==> src/sv/fwsr_pkg.sv <==
`timescale 1ns / 1ps
// ----------------------------------------------------------------------------
// fwsr_pkg
// shared types and codes of the fifo with search and remove
// ----------------------------------------------------------------------------
package fwsr_pkg;

	localparam int DATA_W   = 32;
	localparam int ACTION_W = 2;
	localparam int STATUS_W = 2;
	localparam int POS_W    = 4;
	localparam int FILL_W   = 5;

	localparam logic [ACTION_W-1:0] ACT_PUSH   = 2'd0;
	localparam logic [ACTION_W-1:0] ACT_POP    = 2'd1;
	localparam logic [ACTION_W-1:0] ACT_SEARCH = 2'd2;
	localparam logic [ACTION_W-1:0] ACT_DELETE = 2'd3;

	localparam logic [STATUS_W-1:0] STAT_OK        = 2'd0;
	localparam logic [STATUS_W-1:0] STAT_EMPTY     = 2'd1;
	localparam logic [STATUS_W-1:0] STAT_FULL      = 2'd2;
	localparam logic [STATUS_W-1:0] STAT_NOT_FOUND = 2'd3;

	typedef enum logic [2:0] {
		ST_IDLE,
		ST_START,
		ST_POP_WAIT,
		ST_SCAN,
		ST_SHIFT,
		ST_FINISH
	} fwsr_state_t;

endpackage

==> src/sv/fwsr_ram.sv <==
`timescale 1ns / 1ps
// ----------------------------------------------------------------------------
// fwsr_ram
// simple dual port ram, one write port and one read port with registered read
// ----------------------------------------------------------------------------
module fwsr_ram #(
	parameter int WIDTH = 32,
	parameter int DEPTH = 16
) (
	input  logic                     clk,
	input  logic                     wr_en,
	input  logic [$clog2(DEPTH)-1:0] wr_addr,
	input  logic [WIDTH-1:0]         wr_data,
	input  logic                     rd_en,
	input  logic [$clog2(DEPTH)-1:0] rd_addr,
	output logic [WIDTH-1:0]         rd_data
);

	logic [WIDTH-1:0] mem_q [DEPTH];

	always_ff @(posedge clk) begin
		if (wr_en) begin
			mem_q[wr_addr] <= wr_data;
		end
		if (rd_en) begin
			rd_data <= mem_q[rd_addr];
		end
	end

endmodule

==> src/sv/fifo_with_search_and_remove.sv <==
`timescale 1ns / 1ps
// ----------------------------------------------------------------------------
// fifo_with_search_and_remove
// bounded queue of signed 32-bit values with push, pop, search and delete
// ----------------------------------------------------------------------------
// One request is worked on at a time; the result sits in an output register,
// so the next request is taken while an earlier result waits. Entries live
// in a ring held in one RAM with a single read port and a registered read.
// Search reads one entry per cycle from the newest end; delete then moves
// the newer entries down one slot to close the gap. The RAM needs no
// clearing after reset: only held entries are ever read.
// ----------------------------------------------------------------------------
module fifo_with_search_and_remove
	import fwsr_pkg::*;
#(
	parameter int QUEUE_DEPTH = 16
) (
	input  logic                       clk,
	input  logic                       arst_n,
	input  logic                       in_valid,
	output logic                       in_stall,
	input  logic [ACTION_W-1:0]        action,
	input  logic signed [DATA_W-1:0]   value,
	output logic                       out_valid,
	input  logic                       out_stall,
	output logic [STATUS_W-1:0]        status,
	output logic [POS_W-1:0]           position,
	output logic signed [DATA_W-1:0]   removed_value,
	output logic [FILL_W-1:0]          fill_level
);

	localparam int AW = $clog2(QUEUE_DEPTH);
	localparam int CW = $clog2(QUEUE_DEPTH + 1);

	fwsr_state_t state_q, state_nxt;

	logic [CW-1:0]       count_q;
	logic [AW-1:0]       oldest_q;
	logic [ACTION_W-1:0] act_q;
	logic [DATA_W-1:0]   val_q;
	logic [CW-1:0]       scan_q;
	logic [CW-1:0]       sh_q;
	logic [STATUS_W-1:0] res_status_q;
	logic [POS_W-1:0]    res_pos_q;
	logic [DATA_W-1:0]   res_removed_q;
	logic                out_valid_q;

	logic              ram_wr_en;
	logic [AW-1:0]     ram_wr_addr;
	logic [DATA_W-1:0] ram_wr_data;
	logic              ram_rd_en;
	logic [AW-1:0]     ram_rd_addr;
	logic [DATA_W-1:0] ram_rd_data;

	logic          full;
	logic          empty;
	logic          hit;
	logic          scan_first;
	logic          hit_is_newest;
	logic          shift_last;
	logic          out_free;
	logic          in_accept;
	logic [CW-1:0] newest_idx;
	logic [CW:0]   sh_next2;

	function automatic logic [AW-1:0] ring_slot(input logic [CW-1:0] logical);
		logic [CW:0] sum;
		sum = {{(CW + 1 - AW){1'b0}}, oldest_q} + {1'b0, logical};
		if (sum >= (CW + 1)'(QUEUE_DEPTH)) begin
			sum = sum - (CW + 1)'(QUEUE_DEPTH);
		end
		return sum[AW-1:0];
	endfunction

	assign full          = (count_q == CW'(QUEUE_DEPTH));
	assign empty         = (count_q == '0);
	assign newest_idx    = count_q - CW'(1);
	assign hit           = (ram_rd_data == val_q);
	assign scan_first    = (scan_q == '0);
	assign hit_is_newest = (scan_q == newest_idx);
	assign sh_next2      = {1'b0, sh_q} + (CW + 1)'(2);
	assign shift_last    = (sh_next2 >= {1'b0, count_q});
	assign out_free      = !out_valid_q || !out_stall;
	assign in_accept     = in_valid && !in_stall;

	// next state
	always_comb begin
		state_nxt = state_q;
		case (state_q)
			ST_IDLE: begin
				if (in_valid) begin
					state_nxt = ST_START;
				end
			end
			ST_START: begin
				if (act_q == ACT_PUSH) begin
					state_nxt = ST_FINISH;
				end else if (empty) begin
					state_nxt = ST_FINISH;
				end else if (act_q == ACT_POP) begin
					state_nxt = ST_POP_WAIT;
				end else begin
					state_nxt = ST_SCAN;
				end
			end
			ST_POP_WAIT: begin
				state_nxt = ST_FINISH;
			end
			ST_SCAN: begin
				if (hit) begin
					if (act_q == ACT_DELETE && !hit_is_newest) begin
						state_nxt = ST_SHIFT;
					end else begin
						state_nxt = ST_FINISH;
					end
				end else if (scan_first) begin
					state_nxt = ST_FINISH;
				end
			end
			ST_SHIFT: begin
				if (shift_last) begin
					state_nxt = ST_FINISH;
				end
			end
			ST_FINISH: begin
				if (out_free) begin
					state_nxt = ST_IDLE;
				end
			end
			default: begin
				state_nxt = ST_IDLE;
			end
		endcase
	end

	// ram control and handshake
	always_comb begin
		in_stall    = 1'b1;
		ram_wr_en   = 1'b0;
		ram_wr_addr = ring_slot(count_q);
		ram_wr_data = val_q;
		ram_rd_en   = 1'b0;
		ram_rd_addr = oldest_q;
		case (state_q)
			ST_IDLE: begin
				in_stall = 1'b0;
			end
			ST_START: begin
				if (act_q == ACT_PUSH) begin
					ram_wr_en = !full;
				end else if (act_q == ACT_POP) begin
					ram_rd_en = !empty;
				end else begin
					ram_rd_en   = !empty;
					ram_rd_addr = ring_slot(newest_idx);
				end
			end
			ST_SCAN: begin
				if (hit) begin
					ram_rd_en   = (act_q == ACT_DELETE) && !hit_is_newest;
					ram_rd_addr = ring_slot(scan_q + CW'(1));
				end else begin
					ram_rd_en   = !scan_first;
					ram_rd_addr = ring_slot(scan_q - CW'(1));
				end
			end
			ST_SHIFT: begin
				ram_wr_en   = 1'b1;
				ram_wr_addr = ring_slot(sh_q);
				ram_wr_data = ram_rd_data;
				ram_rd_en   = !shift_last;
				ram_rd_addr = ring_slot(sh_next2[CW-1:0]);
			end
			default: begin
				in_stall = 1'b1;
			end
		endcase
	end

	always_ff @(posedge clk or negedge arst_n) begin
		if (!arst_n) begin
			state_q     <= ST_IDLE;
			count_q     <= '0;
			oldest_q    <= '0;
			out_valid_q <= 1'b0;
		end else begin
			state_q <= state_nxt;
			case (state_q)
				ST_START: begin
					if (act_q == ACT_PUSH && !full) begin
						count_q <= count_q + CW'(1);
					end
				end
				ST_POP_WAIT: begin
					oldest_q <= (oldest_q == AW'(QUEUE_DEPTH - 1)) ? '0 : oldest_q + AW'(1);
					count_q  <= count_q - CW'(1);
				end
				ST_SCAN: begin
					if (hit && act_q == ACT_DELETE && hit_is_newest) begin
						count_q <= count_q - CW'(1);
					end
				end
				ST_SHIFT: begin
					if (shift_last) begin
						count_q <= count_q - CW'(1);
					end
				end
				default: begin
				end
			endcase
			if (state_q == ST_FINISH && out_free) begin
				out_valid_q <= 1'b1;
			end else if (!out_stall) begin
				out_valid_q <= 1'b0;
			end
		end
	end

	always_ff @(posedge clk) begin
		if (in_accept) begin
			act_q <= action;
			val_q <= value;
		end
		case (state_q)
			ST_START: begin
				res_status_q  <= STAT_OK;
				res_pos_q     <= '0;
				res_removed_q <= '0;
				scan_q        <= newest_idx;
				if (act_q == ACT_PUSH) begin
					if (full) begin
						res_status_q <= STAT_FULL;
					end
				end else if (empty) begin
					res_status_q <= (act_q == ACT_POP) ? STAT_EMPTY : STAT_NOT_FOUND;
				end
			end
			ST_POP_WAIT: begin
				res_removed_q <= ram_rd_data;
			end
			ST_SCAN: begin
				if (hit) begin
					res_pos_q <= POS_W'(newest_idx - scan_q);
					sh_q      <= scan_q;
				end else if (scan_first) begin
					res_status_q <= STAT_NOT_FOUND;
				end else begin
					scan_q <= scan_q - CW'(1);
				end
			end
			ST_SHIFT: begin
				sh_q <= sh_q + CW'(1);
			end
			ST_FINISH: begin
				if (out_free) begin
					status        <= res_status_q;
					position      <= res_pos_q;
					removed_value <= res_removed_q;
					fill_level    <= FILL_W'(count_q);
				end
			end
			default: begin
			end
		endcase
	end

	assign out_valid = out_valid_q;

	fwsr_ram #(
		.WIDTH(DATA_W),
		.DEPTH(QUEUE_DEPTH)
	) u_store (
		.clk    (clk),
		.wr_en  (ram_wr_en),
		.wr_addr(ram_wr_addr),
		.wr_data(ram_wr_data),
		.rd_en  (ram_rd_en),
		.rd_addr(ram_rd_addr),
		.rd_data(ram_rd_data)
	);

`ifndef SYNTHESIS
	a_count_bound: assert property (@(posedge clk) disable iff (!arst_n)
		count_q <= CW'(QUEUE_DEPTH))
		else $error("entry count above queue depth");

	a_oldest_bound: assert property (@(posedge clk) disable iff (!arst_n)
		oldest_q < AW'(QUEUE_DEPTH - 1) || oldest_q == AW'(QUEUE_DEPTH - 1))
		else $error("oldest slot outside the ring");

	a_scan_not_empty: assert property (@(posedge clk) disable iff (!arst_n)
		(state_q == ST_SCAN || state_q == ST_SHIFT || state_q == ST_POP_WAIT)
		|-> count_q != '0)
		else $error("scan or pop on an empty queue");

	a_result_from_finish: assert property (@(posedge clk) disable iff (!arst_n)
		$rose(out_valid_q) |-> $past(state_q == ST_FINISH))
		else $error("result posted outside finish");

	a_no_write_conflict: assert property (@(posedge clk) disable iff (!arst_n)
		(ram_wr_en && ram_rd_en) |-> ram_wr_addr != ram_rd_addr)
		else $error("read and write of the same entry in one cycle");
`endif

endmodule

==> config.mk <==
export PLATFORM = sky130hd
export DESIGN_NAME = fifo_with_search_and_remove
export DESIGN_NICKNAME = d
export VERILOG_FILES = /design/src/sv/fwsr_pkg.sv /design/src/sv/fwsr_ram.sv /design/src/sv/fifo_with_search_and_remove.sv
export SDC_FILE = /design/constraint.sdc
export NUM_CORES = 1
export LEC_CHECK = 0
export BUFFER_PORTS_ARGS = -buffer_cell sky130_fd_sc_hd__buf_2
export CAP_MARGIN = 10
export CORE_AREA = 2 2 225 227
export DETAILED_ROUTE_END_ITERATION = 10
export DIE_AREA = 0 0 227 229
export PLACE_DENSITY = 0.72
export SLEW_MARGIN = 20
export SYNTH_ARGS = -nofsm -noshare
export SYNTH_HDL_FRONTEND = slang
export SYNTH_HIERARCHICAL = 1
export SYNTH_SLANG_ARGS = --single-unit
export TNS_END_PERCENT = 30
==> constraint.sdc <==
create_clock -name clk -period 8.9 [get_ports clk]
set_input_delay 0.89 -clock clk [delete_from_list [all_inputs] [get_ports clk]]
set_output_delay 0.89 -clock clk [all_outputs]
set_load 0.02 [all_outputs]
==> Flow_metrics.wiki <==
{| class="wikitable"
! Metric !! Value
|-
| Result of the run || completed
|-
| Antenna violations before repair || 0
|-
| Number of buffers added to fix hold violations after cts || 0
|-
| Avg Vias per Cell || 6.14
|-
| Maximum ir drop on the vdd rail || 0.000396 V
|-
| Element type at the critical path end || flop
|-
| CP max FO || 26
|-
| Clock tree from TritonCTS || built
|-
| Port buffer count || 82
|-
| Per-cell routed wire length || 27.2 um
|-
| Dominant combinational cell family by area after synthesis || multiplexers
|-
| Final Hold Vio Count || 0
|-
| Clock root cell || sky130_fd_sc_hd__clkbuf_16
|-
| Finished Core Util || 61.9%
|-
| First-pass GRT wire length || 90,700 um
|-
| Setup clock skew after layout || 0.0222 ns
|-
| Worst Reg-to-Reg Cells || 16
|-
| Cell types with the highest counts after synthesis || 669 x sky130_fd_sc_hd__edfxtp_1, 154 x sky130_fd_sc_hd__nand2_1, 128 x sky130_fd_sc_hd__mux4_2
|-
| Arr. time, crit path || 5.91 ns
|-
| Critical path start-end classification || flop to flop
|-
| Net count after synthesis || 1,489
|-
| Total of cells resized after clock tree synthesis || 0
|-
| Sequential cell area in the final layout || 20,400 um^2
|-
| Adder-Cell Fraction of Synth Area || 1.45%
|-
| DIE AREA || 52,000 um^2
|-
| Initial cell density of the core || 54.6%
|-
| Drt pass-1 iters || 5
|-
| Global router's overall resource usage || 24.5%
|-
| Die Width || 227 um
|-
| Unrepaired setup endpoints after global routing || no
|-
| Global-route track usage on met3 || 4.04%
|-
| Area of combinational cells with multiple inputs || 6460 um^2
|-
| Mapped Cells || 1,422
|-
| Number of placed instances, taps included || 2,139
|-
| Post-synthesis xor/xnor area fraction || 2.15%
|-
| Core outline area || 49,700 um^2
|-
| Reg2Reg Launch Point || val_q[31]
|-
| Final ANT Viol Nets || 0
|-
| Required time worst endpoint || 9.22 ns
|-
| Total congestion overflow after global routing || 0
|-
| Max cap viols || 0
|-
| Area of all placed cells without fillers || 30,700 um^2
|-
| Clk sinks || 682
|-
| Final critical delay including setup and external delays || 5.58 ns
|-
| Number of cell rows || 82
|-
| Final setup fails || 0
|-
| Final-stage net count || 1,605
|-
| Met2 Resource Use GR || 38.6%
|-
| Static leakage || 10.3 nW
|-
| Area growth, synth to finish || 13.4%
|-
| Fraction of final layout cells with drive strength greater than 1 || 24.1%
|-
| Cell type with the largest total area after synthesis || sky130_fd_sc_hd__edfxtp_1
|-
| Mapped Area || 27,100 um^2
|-
| Capturing instance or port of the critical path || u_store/rd_data[19]
|-
| Relative max-transition margin || 37.6%
|-
| Clock latency reported for the late side of the worst-skew pair || 0.59 ns
|-
| Largest cells by area after synthesis || sky130_fd_sc_hd__edfxtp_1 74%, sky130_fd_sc_hd__mux4_2 11%, sky130_fd_sc_hd__nand2_1 2.1%
|-
| Maximum buffer depth of the clock tree || 3
|-
| Mux share of post-synthesis cell area || 10.8%
|-
| Fin crit share || 62.7%
|-
| Maximum number of pins on one net before global-route repair || 68
|-
| Vias in the first global route || 13.8k
|-
| Top-level port count || 83
|-
| Clock transition at the register clock pins on the worst setup and hold paths after CTS || 0.06 ns
|-
| Placed standard-cell area || 28,500 um^2
|-
| Number of enable-type register cells in the synthesized netlist || 669
|-
| Total of flip-flops plus latches after synthesis || 682
|-
| Detailed placement HPWL || 33,400 um
|-
| Slew at the pin closest to its max-slew limit || 0.936 ns
|-
| Avg Synthesized Cell Area || 19.1 um^2
|-
| Via count || 13.9k
|-
| Ys flop type || sky130_fd_sc_hd__edfxtp_1
|-
| Power density normalized to cell area || 425 nW/um^2
|-
| Synth unique cells || 66
|-
| Seq/Total Area, Yosys || 75.3%
|-
| Compound-gate portion of the synthesized area || 3.61%
|-
| Post-CTS setup repair buffer count || 0
|-
| Max Slew Vio Count || 0
|-
| Maximum level of the CTS H-tree || 3
|-
| Simple-Gate Fraction of Synth Area || 5.14%
|-
| Routability cong. || 0.889
|-
| Aggregate negative setup slack || 0 ns
|-
| Fillers || 3,501
|-
| Worst reg-to-reg setup slack || 3.32 ns
|-
| Number of CTS-inserted buffers || 69
|-
| Gr busiest metal || met2
|-
| Reg2Reg Capture Point || u_store/rd_data[19]
|-
| Yosys warning count || 6
|-
| Maximum frequency from static timing analysis || 179 MHz
|-
| Post-route DRC || 0
|-
| Drt initial violations || 1,698
|-
| Vertical die dimension || 229 um
|-
| Nature of the critical path startpoint || flop
|-
| # diodes || 0
|-
| Met1 global-route usage || 35.2%
|-
| Final wirelength || 61,500 um
|-
| Proportion of netlist area held by the largest area contributor || 74.1%
|-
| Class of the tightest hold or removal check || primary input to async pin
|-
| Launching element of the worst setup path || val_q[31]
|-
| Number of standard cells in the layout, taps in and fillers out || 2,259
|-
| Most used standard cell by instance count after synthesis || sky130_fd_sc_hd__edfxtp_1
|-
| Proportion of register bits with asynchronous set or reset after synthesis || 1.91%
|}
-- metrics by stage --
step | hold slack (ns) | setup slack (ns) | power (mW)
2_1_floorplan | 0.400 | 3.31 | 8.63
3_3_place_gp | 0.401 | 3.61 | 10.1
3_5_place_dp | 0.405 | 3.41 | 10.2
4_1_cts | 0.183 | 3.35 | 13.2
5_1_grt | 0.207 | 3.00 | 13.7
6_report | 0.201 | 3.32 | 13.1
-- report_power, final --
part | switching, mW | internal, mW
sequential | 0.283 | 4.56
clock | 1.16 | 1.77
combinational | 3.16 | 2.12
-- registers in the layout, summed over array words and instances, names as in the netlist, 3 cells and up --
name / cells
position: 4
count_q: 5
val_q: 32
fill_level: 5
res_removed_q: 32
oldest_q: 4
state_q: 3
removed_value: 32
res_pos_q: 4
u_store/rd_data: 32
sh_q: 5
scan_q: 5
u_store/mem_q: 512
-- area by class of cell --
class | count | share of cell area [%]
flip-flops and latches | 682 | 66.4
multi-input cells | 651 | 21.0
clock buffers | 79 | 5.88
well taps | 672 | 2.74
repair buffers | 114 | 2.16
clock inverters | 41 | 1.56
inverters | 20 | 0.244
-- routing by layer --
metal | vias up | share of wire, %
li1 | 5891 | -
met1 | 7169 | 39
met2 | 707 | 49
met3 | 95 | 9.5
met4 | 0 | 2.9
met5 | - | 0
-- worst min-delay path by stage --
stage / to / slack (ns) / depth (start not counted)
after global placement: removed_value[18] / 0.40 / 0
after floorplan: position[0] / 0.40 / 0
after global routing: count_q[2] / 0.21 / 1
after CTS: oldest_q[2] / 0.18 / 1
final: oldest_q[3] / 0.20 / 1
after detailed placement: position[3] / 0.40 / 0
-- cells by family (layout without fill, tap and decap cells) --
kind of cell    after synthesis  in the layout
xor+xnor                     62             62
mux                         132            132
simple gates                294            294
compound gates              134            134
buf+inv                      89            254
flops                       682            682
fa+ha+maj                    29             29
-- cells in the final DEF, fill, tap and decap left out, types with 15 or more instances in the layout --
master / count
sky130_fd_sc_hd__a21oi_1: 15
sky130_fd_sc_hd__a22oi_1: 66
sky130_fd_sc_hd__and2_1: 37
sky130_fd_sc_hd__buf_2: 82
sky130_fd_sc_hd__buf_4: 31
sky130_fd_sc_hd__clkbuf_16: 71
sky130_fd_sc_hd__edfxtp_1: 669
sky130_fd_sc_hd__ha_1: 25
sky130_fd_sc_hd__inv_1: 20
sky130_fd_sc_hd__mux4_2: 128
sky130_fd_sc_hd__nand2_1: 153
sky130_fd_sc_hd__nor2_1: 20
sky130_fd_sc_hd__nor2_4: 15
sky130_fd_sc_hd__o21ai_0: 20
sky130_fd_sc_hd__xnor2_1: 16
sky130_fd_sc_hd__xor2_1: 43
-- critical path: stages, from the launching register on --
cell,delay (ns)
sky130_fd_sc_hd__edfxtp_1,0.42
sky130_fd_sc_hd__xor2_1,0.21
sky130_fd_sc_hd__nor4_1,0.61
sky130_fd_sc_hd__nand4_1,0.44
sky130_fd_sc_hd__o21a_1,0.31
sky130_fd_sc_hd__or3_1,0.31
sky130_fd_sc_hd__a31o_1,0.21
sky130_fd_sc_hd__ha_1,0.30
sky130_fd_sc_hd__a21oi_1,0.24
sky130_fd_sc_hd__xor2_1,0.13
sky130_fd_sc_hd__a221o_1,0.39
sky130_fd_sc_hd__a221oi_2,0.31
sky130_fd_sc_hd__o211ai_1,0.36
sky130_fd_sc_hd__and2_1,0.41
sky130_fd_sc_hd__buf_4,0.32
sky130_fd_sc_hd__a22oi_1,0.24
sky130_fd_sc_hd__nand2_1,0.09
Note: power is estimated with default switching activity, not from simulation.
